$ cat src/can_multiframe_reassembly_core_assert.svh
// ----------------------------------------------------------------------------
// can multiframe reassembly assertion macros
// shared concurrent check forms used by the reassembly rtl
// ----------------------------------------------------------------------------
`ifndef CAN_MULTIFRAME_REASSEMBLY_CORE_ASSERT_SVH
`define CAN_MULTIFRAME_REASSEMBLY_CORE_ASSERT_SVH

// same-cycle implication
`define CMR_ASSERT_IMP(label, clk, rst, ante, cons) \
  label: assert property (@(posedge clk) disable iff (rst) (ante) |-> (cons)) \
    else $error("cmr same-cycle check failed");

// next-cycle implication
`define CMR_ASSERT_NXT(label, clk, rst, ante, cons) \
  label: assert property (@(posedge clk) disable iff (rst) (ante) |=> (cons)) \
    else $error("cmr next-cycle check failed");

`endif

$ cat src/cmr_pkg.sv
// ----------------------------------------------------------------------------
// cmr_pkg
// types, sizes and codes shared by the can multiframe reassembly block
// ----------------------------------------------------------------------------
`default_nettype none

package cmr_pkg;

  localparam int SLOT_COUNT        = 4;
  localparam int MAX_MESSAGE_BYTES = 64;
  localparam int FRAME_BYTES       = 8;

  localparam int SLOT_W    = $clog2(SLOT_COUNT);
  localparam int FILL_W    = $clog2(MAX_MESSAGE_BYTES + 1);
  localparam int MEM_DEPTH = SLOT_COUNT * MAX_MESSAGE_BYTES;
  localparam int ADDR_W    = $clog2(MEM_DEPTH);
  localparam int CNT_W     = 16;
  localparam int LEN_W     = 16;

  localparam logic [CNT_W-1:0] CNT_MAX = '1;

  localparam logic       REQ_FRAME = 1'b0;
  localparam logic       REQ_DRAIN = 1'b1;
  localparam logic [10:0] ID_START = 11'd0;
  localparam logic [10:0] ID_DATA  = 11'd1;
  localparam logic [10:0] ID_END   = 11'd2;

  typedef enum logic [1:0] {
    SLOT_EMPTY     = 2'd0,
    SLOT_RECEIVING = 2'd1,
    SLOT_READY     = 2'd2
  } slot_status_t;

  typedef struct packed {
    logic        req_type;
    logic        is_remote;
    logic [10:0] frame_id;
    logic [3:0]  byte_count;
    logic [7:0]  data_0;
    logic [7:0]  data_1;
    logic [7:0]  data_2;
    logic [7:0]  data_3;
    logic [7:0]  data_4;
    logic [7:0]  data_5;
    logic [7:0]  data_6;
    logic [7:0]  data_7;
  } cmr_req_t;

  typedef struct packed {
    logic             message_valid;
    logic [7:0]       message_byte;
    logic [5:0]       byte_offset;
    logic [6:0]       topic_size;
    logic [6:0]       payload_size;
    logic             last_of_run;
    logic [CNT_W-1:0] dropped_total;
    logic [CNT_W-1:0] interrupted_total;
    logic [CNT_W-1:0] oversize_total;
    logic [CNT_W-1:0] mismatch_total;
  } cmr_rsp_t;

  typedef struct packed {
    logic dropped;
    logic interrupted;
    logic oversize;
    logic mismatch;
  } cnt_bump_t;

  typedef struct packed {
    logic [CNT_W-1:0] dropped;
    logic [CNT_W-1:0] interrupted;
    logic [CNT_W-1:0] oversize;
    logic [CNT_W-1:0] mismatch;
  } cnt_set_t;

  function automatic logic [SLOT_W-1:0] next_slot(input logic [SLOT_W-1:0] s);
    if (s == SLOT_W'(SLOT_COUNT - 1)) begin
      return '0;
    end
    return s + SLOT_W'(1);
  endfunction

endpackage

`default_nettype wire

$ cat src/cmr_err_cnt.sv
// ----------------------------------------------------------------------------
// cmr_err_cnt
// four saturating error counters, cleared together at the end of a drain
// ----------------------------------------------------------------------------
`default_nettype none

module cmr_err_cnt
  import cmr_pkg::*;
(
  input  wire logic      clk,
  input  wire logic      rst,
  input  wire cnt_bump_t bump,
  input  wire logic      clear,
  output cnt_set_t       counts
);

  function automatic logic [CNT_W-1:0] sat_inc(input logic [CNT_W-1:0] v, input logic en);
    return (en && v != CNT_MAX) ? v + CNT_W'(1) : v;
  endfunction

  always_ff @(posedge clk) begin
    if (rst || clear) begin
      counts <= '0;
    end else begin
      counts.dropped     <= sat_inc(counts.dropped, bump.dropped);
      counts.interrupted <= sat_inc(counts.interrupted, bump.interrupted);
      counts.oversize    <= sat_inc(counts.oversize, bump.oversize);
      counts.mismatch    <= sat_inc(counts.mismatch, bump.mismatch);
    end
  end

endmodule

`default_nettype wire

$ cat src/can_multiframe_reassembly_core.sv
// ----------------------------------------------------------------------------
// can_multiframe_reassembly_core
// collects multi-frame can messages into a ring of buffer slots and drains
// them one byte per result
// ----------------------------------------------------------------------------
// usage:
//   req channel (req_valid/req_ready/req_data) carries either a received can
//   frame or a drain request. rsp channel (rsp_valid/rsp_ready/rsp_data)
//   carries one result per drained byte, a single one when no bytes are
//   ready; frames never produce results. a start frame, an ignored frame
//   or a rejected append is handled in the idle state. a data or end frame
//   enters a fill state that writes its stored bytes through the buffer
//   memory write port, one byte per cycle. a drain takes a memory read,
//   then an output load, for each result.
//   only one request is in work at a time; req_ready is high while idle,
//   even while the last result still waits in the output register.
//   reset: all slots empty, ring pointers and error counters zero; no
//   clearing pass, buffer bytes only reach the output after being written.
//   a stalled receiver holds the output register; the drain pauses with the
//   next byte parked in the memory read register until rsp_ready returns.
// ----------------------------------------------------------------------------
`default_nettype none

`include "can_multiframe_reassembly_core_assert.svh"

module can_multiframe_reassembly_core
  import cmr_pkg::*;
(
  input  wire logic     clk,
  input  wire logic     rst,
  input  wire logic     req_valid,
  output logic          req_ready,
  input  wire cmr_req_t req_data,
  output logic          rsp_valid,
  input  wire logic     rsp_ready,
  output cmr_rsp_t      rsp_data
);

  typedef enum logic [3:0] {
    S_IDLE = 4'b0001,
    S_FILL = 4'b0010,
    S_READ = 4'b0100,
    S_LOAD = 4'b1000
  } state_t;

  state_t state;

  // per-slot bookkeeping
  slot_status_t      slot_status  [SLOT_COUNT];
  logic [LEN_W-1:0]  slot_topic   [SLOT_COUNT];
  logic [LEN_W-1:0]  slot_payload [SLOT_COUNT];
  logic [FILL_W-1:0] slot_fill    [SLOT_COUNT];
  logic [SLOT_W-1:0] wr_slot;
  logic [SLOT_W-1:0] rd_slot;

  // message byte store
  logic [7:0]        msg_mem [MEM_DEPTH];
  logic [7:0]        rd_q;

  // frame being appended
  logic [7:0]        fbytes [FRAME_BYTES];
  logic [3:0]        fcount;
  logic [3:0]        fidx;
  logic              fend;

  // drain run
  logic              run_ready;
  logic              run_bytes;
  logic [FILL_W-1:0] run_count;
  logic [LEN_W-1:0]  run_topic;
  logic [6:0]        run_payload;
  logic [FILL_W-1:0] k;

  cnt_bump_t         bump;
  cnt_set_t          counts;
  logic              cnt_clear;

  logic              req_fire;
  logic              is_frame;
  slot_status_t      cur_status;
  logic              start_hit;
  logic              append_hit;
  logic [3:0]        n_clamp;
  logic [FILL_W:0]   fill_sum;
  logic              overflow;
  logic              fill_done;
  logic [FILL_W-1:0] new_fill;
  logic [LEN_W:0]    want;
  logic              len_match;
  logic              mem_we;
  logic [ADDR_W-1:0] mem_waddr;
  logic              mem_re;
  logic [ADDR_W-1:0] mem_raddr;
  logic              load_ok;
  logic              last_k;
  logic              term_hit;
  cmr_rsp_t          rsp_next;

  assign req_ready  = (state == S_IDLE);
  assign req_fire   = req_valid && req_ready;
  assign is_frame   = req_fire && (req_data.req_type == REQ_FRAME) && !req_data.is_remote;
  assign cur_status = slot_status[wr_slot];
  assign start_hit  = is_frame && (req_data.frame_id == ID_START);
  assign append_hit = is_frame && cur_status == SLOT_RECEIVING &&
                      (req_data.frame_id == ID_DATA || req_data.frame_id == ID_END);
  assign n_clamp    = (req_data.byte_count > 4'(FRAME_BYTES)) ? 4'(FRAME_BYTES)
                                                              : req_data.byte_count;
  assign fill_sum   = (FILL_W + 1)'(slot_fill[wr_slot]) + (FILL_W + 1)'(n_clamp);
  assign overflow   = append_hit && (fill_sum > (FILL_W + 1)'(MAX_MESSAGE_BYTES));

  assign fill_done  = (state == S_FILL) && (fidx == fcount);
  assign new_fill   = slot_fill[wr_slot] + FILL_W'(fcount);
  assign want       = (LEN_W + 1)'(slot_topic[wr_slot]) + (LEN_W + 1)'(slot_payload[wr_slot]);
  assign len_match  = ((LEN_W + 1)'(new_fill) == want);

  assign bump.dropped     = start_hit && cur_status == SLOT_READY;
  assign bump.interrupted = start_hit && cur_status == SLOT_RECEIVING;
  assign bump.oversize    = overflow;
  assign bump.mismatch    = fill_done && fend && !len_match;

  assign mem_we    = (state == S_FILL) && (fidx != fcount);
  assign mem_waddr = ADDR_W'(wr_slot) * ADDR_W'(MAX_MESSAGE_BYTES) +
                     ADDR_W'(slot_fill[wr_slot]) + ADDR_W'(fidx);
  assign mem_re    = (state == S_READ);
  assign mem_raddr = ADDR_W'(rd_slot) * ADDR_W'(MAX_MESSAGE_BYTES) + ADDR_W'(k);

  assign load_ok   = (state == S_LOAD) && (!rsp_valid || rsp_ready);
  assign last_k    = (k == run_count - FILL_W'(1));
  assign cnt_clear = load_ok && last_k;

  // the topic terminator reads as zero instead of being written back
  assign term_hit  = (run_topic != '0) && (LEN_W'(k) == run_topic - LEN_W'(1));

  always_comb begin
    rsp_next                   = '0;
    rsp_next.message_valid     = run_ready;
    rsp_next.message_byte      = (run_bytes && !term_hit) ? rd_q : 8'd0;
    rsp_next.byte_offset       = run_ready ? 6'(k) : 6'd0;
    rsp_next.topic_size        = run_ready ? run_topic[6:0] : 7'd0;
    rsp_next.payload_size      = run_ready ? run_payload : 7'd0;
    rsp_next.last_of_run       = last_k;
    rsp_next.dropped_total     = counts.dropped;
    rsp_next.interrupted_total = counts.interrupted;
    rsp_next.oversize_total    = counts.oversize;
    rsp_next.mismatch_total    = counts.mismatch;
  end

  // frame writes and drain reads never overlap: one request at a time
  always_ff @(posedge clk) begin
    if (mem_we) begin
      msg_mem[mem_waddr] <= fbytes[fidx[2:0]];
    end
  end

  always_ff @(posedge clk) begin
    if (mem_re) begin
      rd_q <= msg_mem[mem_raddr];
    end
  end

  always_ff @(posedge clk) begin
    if (rst) begin
      state   <= S_IDLE;
      wr_slot <= '0;
      rd_slot <= '0;
      for (int j = 0; j < SLOT_COUNT; j++) begin
        slot_status[j]  <= SLOT_EMPTY;
        slot_topic[j]   <= '0;
        slot_payload[j] <= '0;
        slot_fill[j]    <= '0;
      end
    end else begin
      unique case (state)
        S_IDLE: begin
          if (req_fire && req_data.req_type == REQ_DRAIN) begin
            run_ready   <= (slot_status[rd_slot] == SLOT_READY);
            run_bytes   <= (slot_status[rd_slot] == SLOT_READY) && (slot_fill[rd_slot] != '0);
            run_count   <= (slot_status[rd_slot] == SLOT_READY && slot_fill[rd_slot] != '0)
                           ? slot_fill[rd_slot] : FILL_W'(1);
            run_topic   <= slot_topic[rd_slot];
            run_payload <= slot_payload[rd_slot][6:0];
            k           <= '0;
            state       <= S_READ;
          end else if (start_hit && cur_status != SLOT_READY) begin
            slot_status[wr_slot]  <= SLOT_RECEIVING;
            slot_topic[wr_slot]   <= {req_data.data_0, req_data.data_1};
            slot_payload[wr_slot] <= {req_data.data_2, req_data.data_3};
            slot_fill[wr_slot]    <= '0;
          end else if (overflow) begin
            slot_status[wr_slot] <= SLOT_EMPTY;
          end else if (append_hit) begin
            fbytes[0] <= req_data.data_0;
            fbytes[1] <= req_data.data_1;
            fbytes[2] <= req_data.data_2;
            fbytes[3] <= req_data.data_3;
            fbytes[4] <= req_data.data_4;
            fbytes[5] <= req_data.data_5;
            fbytes[6] <= req_data.data_6;
            fbytes[7] <= req_data.data_7;
            fcount    <= n_clamp;
            fidx      <= '0;
            fend      <= (req_data.frame_id == ID_END);
            state     <= S_FILL;
          end
        end
        S_FILL: begin
          if (fill_done) begin
            slot_fill[wr_slot] <= new_fill;
            if (fend) begin
              if (len_match) begin
                slot_status[wr_slot] <= SLOT_READY;
                wr_slot              <= next_slot(wr_slot);
              end else begin
                slot_status[wr_slot] <= SLOT_EMPTY;
              end
            end
            state <= S_IDLE;
          end else begin
            fidx <= fidx + 4'd1;
          end
        end
        S_READ: begin
          state <= S_LOAD;
        end
        S_LOAD: begin
          if (load_ok) begin
            if (last_k) begin
              if (run_ready) begin
                slot_status[rd_slot] <= SLOT_EMPTY;
                rd_slot              <= next_slot(rd_slot);
              end
              state <= S_IDLE;
            end else begin
              k     <= k + FILL_W'(1);
              state <= S_READ;
            end
          end
        end
        default: begin
          state <= S_IDLE;
        end
      endcase
    end
  end

  // output register
  always_ff @(posedge clk) begin
    if (rst) begin
      rsp_valid <= 1'b0;
    end else if (load_ok) begin
      rsp_valid <= 1'b1;
    end else if (rsp_ready) begin
      rsp_valid <= 1'b0;
    end
  end

  always_ff @(posedge clk) begin
    if (load_ok) begin
      rsp_data <= rsp_next;
    end
  end

  cmr_err_cnt u_err_cnt (
    .clk    (clk),
    .rst    (rst),
    .bump   (bump),
    .clear  (cnt_clear),
    .counts (counts)
  );

  `CMR_ASSERT_IMP(a_fill_on_receiving, clk, rst, state == S_FILL, slot_status[wr_slot] == SLOT_RECEIVING)
  `CMR_ASSERT_IMP(a_k_in_run, clk, rst, state == S_READ || state == S_LOAD, k < run_count)
  `CMR_ASSERT_NXT(a_drain_starts, clk, rst, req_fire && req_data.req_type == REQ_DRAIN, state == S_READ)
  `CMR_ASSERT_NXT(a_slot_released, clk, rst, load_ok && last_k && run_ready, slot_status[$past(rd_slot)] == SLOT_EMPTY && rd_slot != $past(rd_slot))

endmodule

`default_nettype wire
$ cat config.mk
export PLATFORM = sky130hd
export DESIGN_NAME = can_multiframe_reassembly_core
export DESIGN_NICKNAME = d
export VERILOG_FILES = /design/src/cmr_pkg.sv /design/src/cmr_err_cnt.sv /design/src/can_multiframe_reassembly_core.sv
export VERILOG_INCLUDE_DIRS = /design/src /design/src/src
export SDC_FILE = /design/constraint.sdc
export NUM_CORES = 2
export LEC_CHECK = 0
export ABC_AREA = 1
export BUFFER_PORTS_ARGS = -buffer_cell sky130_fd_sc_hd__buf_2
export CAP_MARGIN = 20
export CORE_MARGIN = 8
export CORE_UTILIZATION = 30
export DETAILED_ROUTE_END_ITERATION = 10
export PLACE_DENSITY = 0.48
export SYNTH_ARGS = -nofsm -noshare
export SYNTH_HDL_FRONTEND = slang
export SYNTH_SLANG_ARGS = --single-unit
export TNS_END_PERCENT = 50
$ cat constraint.sdc
create_clock -name clk -period 12.22 [get_ports clk]
set_input_delay 3.055 -clock clk [delete_from_list [all_inputs] [get_ports clk]]
set_output_delay 3.055 -clock clk [all_outputs]
set_load 0.05 [all_outputs]
* Yosys cells after proc, flatten, opt, wreduce, memory -nomap -nowiden *
Memories as Yosys holds them, arrays and structs flattened. A register that Yosys moved wholly into a read port is not among the register bits.
Index checks and enable logic that the tools add are counted.

word-level totals
  register bits after elaboration = 192
  bits in latches = 0
  RAM bits = 2276
  bits in read-only memories = 0
  input port bits = 85
  output and inout port bits = 96
  logic and storage cells = 253
  memories = 6

memory list
  name          words  bits a word  rd ports  clocked after Yosys merged registers in  wr ports  RTL line                              RTL
  msg_mem       256    8            1         1                                        1         can_multiframe_reassembly_core.sv:57  logic [7:0] msg_mem [MEM_DEPTH];
  fbytes        8      8            1         1                                        8         can_multiframe_reassembly_core.sv:61  logic [7:0] fbytes [FRAME_BYTES];
  slot_payload  4      16           2         2                                        4         can_multiframe_reassembly_core.sv:51  logic [LEN_W-1:0] slot_payload [SLOT_COUNT];
  slot_topic    4      16           2         2                                        4         can_multiframe_reassembly_core.sv:50  logic [LEN_W-1:0] slot_topic [SLOT_COUNT];
  slot_fill     4      7            2         2                                        4         can_multiframe_reassembly_core.sv:52  logic [FILL_W-1:0] slot_fill [SLOT_COUNT];
  slot_status   4      2            2         2                                        4         can_multiframe_reassembly_core.sv:49  slot_status_t slot_status [SLOT_COUNT];

cells by class
  add/sub/neg operators = 16
  $mul = 0
  div/mod/pow operators = 0
  order comparisons = 2
  equal/unequal tests = 33
  shift operators = 0
  multiplexer cells = 113
  bitwise operators = 9
  reductions and logical operators = 49

operator list
  operator                 count
  $add A16 B1 Y16 const B  4
  $ne A16 B16 Y1 const B   4
  $mux W1                  63
  $mux W2                  26
  $mux W4                  12
  $mux W7                  5
  $mux W16                 2
  $reduce_or A16 Y1        2
  $logic_and A1 B1 Y1      24
  $add A16 B16 Y17         1
  $eq A7 B17 Y1            1
  $add A8 B7 Y8            2
  $eq A7 B16 Y1            1
  $ne A2 B2 Y1 const B     8
  $pmux W4 S4              1
  $reduce_bool A16 Y1      1
  $sub A16 B1 Y16 const B  1
  $pmux W7 S2              1
  $eq A11 B1 Y1 const B    1
  $eq A11 B2 Y1 const B    1
  $logic_not A11 Y1        1
  $reduce_and A5 Y1        2
  $add A7 B4 Y8            1
  $add A8 B4 Y8            1
  34 further kinds         56

* Longest topological paths before layout *
  word-level depth = 19
  gate-level depth with buffers = 25
  gate-level depth less buffers = 22

* Cells and area by module *
From an unflattened synthesis, not the netlist that was laid out.

unflattened totals
  cells, all modules = 8521
  area total of the unflattened synthesis = 102878.7 µm²

modules (own cells, without submodules)
  module                          times used  cells each  area each (µm²)  sequential area each (µm²)
  can_multiframe_reassembly_core  1           7915        99130.1          73170.2
  cmr_err_cnt                     1           606         3748.6           1281.2

* Worst setup path after synthesis *
No wires, ideal clock.

  kind = register to register
  start = register with a tool-made name
  end = memory msg_mem[0][0], data pin
  setup time = 1.730 ns
  arrival time = 8.561 ns
  path slack = 1.928 ns
  cell stages (with the launch flop) = 6
  buffers on the path = 1
  clock period less this slack = 10.292 ns
  cells stage by stage = dfxtp_1 -> clkbuf_1 -> nor2_1 -> nor2_1 -> o21ai_0 -> a31oi_1

RTL lines
  what       RTL line
  to (decl)  can_multiframe_reassembly_core.sv:57

==> impl_metrics.ini <==
[status]
status = finished, final reports clean

[critical_path]
worstSetupStartpointType = register
critical_path_class = register to register
cp.required_ps = 12670
path_max_fanout = 43
worst_ep_arrival_time_ps = 6420
r2r_slack_ps = 6250
reg2regPathDepth = 13
end_kind = register
r2r-end = msg_mem[141][3]$_DFFE_PP_

[clocking]
cts_buffer_depth = 4
cts_setup_buffers = 0
clk_pin_slew_ps = 60
cts_made_buffers = 276
hold_buffers = 0
cts_resized = 0
h-tree-depth = 5
clockRootBuffer = clkbuf_16
clkSinkCount = 2506
clk-insertion-delay-late_ps = 850
tritoncts = built

[cells_and_area]
register_area_um2 = 74500
finalNetCount = 8603
multi_input_area_um2 = 25100
nFillCells = 33600
area_growth_syn_to_layout_pct = 13.9
drive_gt1_share_pct = 8.68

[sta]
slew_violations = 0
tightest_slew_ps = 1220
rsz0062_at_grt = no
layout_min_cycle_time_ps = 5970
finalSetupViolCount = 0
finalHoldViolCount = 0
timing.fmax_mhz = 168
relSlewSlack_pct = 18.9
finalWorstSetupSlack_ps = 6250
finalCritPeriodShare_pct = 48.8
finalSetupTns_ps = 0
fin_skew_ps = 62.5

[synthesis]
synth_area_leaders = edfxtp_1 (71%), nor2_1 (6.3%), o21ai_0 (5.9%)
synth.distinct_cells = 60
synth_top_area_share_pct = 71.0
yosysTopAreaCell = edfxtp_1
synth-main-ff-cell = edfxtp_1
synth-edff-count = 2426
syn-cell-area_um2 = 103000
yosys_warnings = 0
async_flop_share_pct = 0
syn_inst = 8452
synth_seq_area_share_pct = 72.6
synth-seq-cells = 2506
syn-mean-instance-area_um2 = 12.1
synthMostInstantiatedCell = edfxtp_1
synthesis.nets = 8581
synth_common_cells = edfxtp_1 (2426), nor2_1 (1726), o21ai_0 (1202), nand2_1 (675), clkbuf_1 (464)

[place]
io_buffers = 180
hpwl_um = 184000
pre_cts_slack_ps = 5870
place_congestion = 0.846

[floorplan]
dieArea_um2 = 361000
die_height_um = 601
die_x_um = 601
rows = 214
initial_core_util_pct = 30.2
io-pin-count = 181
core_um2 = 340000

[pwr]
power_density_nw_per_um2 = 175
p_leak_uw = 0.0379
ir_drop_mv = 0.0992

[route]
drtIter0Drc = 6585
drtPass1Iterations = 6
vias = 68200
wl_per_cell_um = 23.9
avgViaCountPerCell = 5.16
drc = 0
postRouteWirelength_um = 316000
ant_nets = 0

[hold_path]
hold_class = register to register
whs_endpoint = rsp_data[63]$_DFFE_PP_
min-delay-start = u_err_cnt.counts[63]$_SDFFE_PP0P_
holdPathStages = 0

[global_route]
grt.total_usage_pct = 16.8
gr-total-overflow = 0
antenna_found_initial = 13
grt_first_pass_wirelength_um = 462000
grt_max_degree = 202
grt_pass1_vias = 68100

[job]
drv_cap = 0
-- power breakdown --
group | internal [uW] | total [uW] | switching [uW]
logic | 759 | 3020 | 2260
registers | 9350 | 9380 | 32.4
clock network | 4650 | 8060 | 3400
total | 14800 | 20500 | 5690
-- worst max-delay path, cell delays in order, from the launching register on --
cell and delay, ps:
dfxtp_1 290, buf_4 290, inv_1 110, buf_4 460
a21oi_1 100, a32oi_1 600, fa_1 340, nand3_1 80
and2_0 190, xnor2_1 510, inv_1 150, nor2_2 760
nand2_1 780, nor2_1 790
-- layer usage --
metal | GRT usage, % | wire length [um] | part of all wire, %
met2 | 27.6 | 148000 | 47
met5 | 0 | 17 | 0.0054
met3 | 2.61 | 20600 | 6.5
met1 | 22.9 | 138000 | 44
met4 | 5.08 | 9890 | 3.1
-- cells by family (layout without fill, tap and decap cells) --
logic type | count (synthesis) | after routing | share of synthesized area, %
buffers and inverters | 849 | 1079 | 3.20
other | 0 | 3 | 0
adder cells (fa/ha/maj) | 44 | 44 | 0.566
XOR/XNOR | 62 | 62 | 0.551
AND/OR/NAND/NOR | 2950 | 2950 | 11.7
flip-flops | 2506 | 2506 | 72.6
AO/OA/AOI/OAI | 2040 | 2040 | 11.4
multiplexers | 1 | 1 | 0.00976
-- sequential cells by signal (all words and copies together) (netlist names), 2 cells and up, named ones only --
signal / count
rd_q: 8
rd_slot: 2
state: 4
slot_topic: 64
slot_fill: 28
slot_status: 8
run_payload: 7
wr_slot: 2
u_err_cnt.counts: 64
slot_payload: 64
fbytes: 64
run_count: 7
fidx: 4
msg_mem: 2048
fcount: 4
run_topic: 16
rsp_data: 94
k: 7
-- cells in the final DEF (no fill, tap or decap), types with 78 or more instances in the layout --
| master | netlist | layout |
|---|---|---|
| nand3_1 | 350 | 350 |
| a21oi_1 | 157 | 156 |
| o221ai_1 | 199 | 199 |
| buf_4 | 1 | 101 |
| buf_2 | 60 | 181 |
| edfxtp_1 | 2426 | 2426 |
| nand2_1 | 675 | 658 |
| nor2_1 | 1726 | 1720 |
| inv_1 | 278 | 275 |
| clkbuf_16 | 0 | 286 |
| o22ai_1 | 377 | 377 |
| o21ai_0 | 1202 | 1200 |
| dfxtp_1 | 80 | 78 |
-- final cells by class --
type,instances,share of cell area [%]
well taps,4536,4.86
flip-flops and latches,2506,63.7
clock buffers,336,6.31
diodes,3,0.00642
repair buffers,293,1.61
inverters,300,0.985
clock inverters,150,1.03
multi-input cells,5097,21.5
-- through the flow --
stage,utilization (%),hold slack [ps],cells,total power [uW],instance area (um2)
final,34.4,433,13200,20500,117000
after global routing,34.4,442,13200,21200,117000
after CTS,34.4,435,13200,20600,117000
after detailed placement,31.8,422,12700,12600,108000
after global placement,31.8,417,12700,12600,108000
after floorplan,-,408,8452,11400,103000
-- how the worst max path moves through the flow --
stage                      start  depth (start not counted)                        endpoint  slack, ps
floorplan               register                          5         msg_mem[0][0]$_DFFE_PP_       1930
global placement    req_data[64]                         15          fbytes[4][4]$_DFFE_PP_       5850
detailed placement  req_data[71]                         11  slot_topic[2][3]$_SDFFCE_PN0P_       5870
CTS                     register                         14       msg_mem[194][3]$_DFFE_PP_       6270
global route            register                         17       msg_mem[111][5]$_DFFE_PP_       5960
finish                  register                         13       msg_mem[141][3]$_DFFE_PP_       6250
No activity file was read; power rests on OpenSTA's default activity.
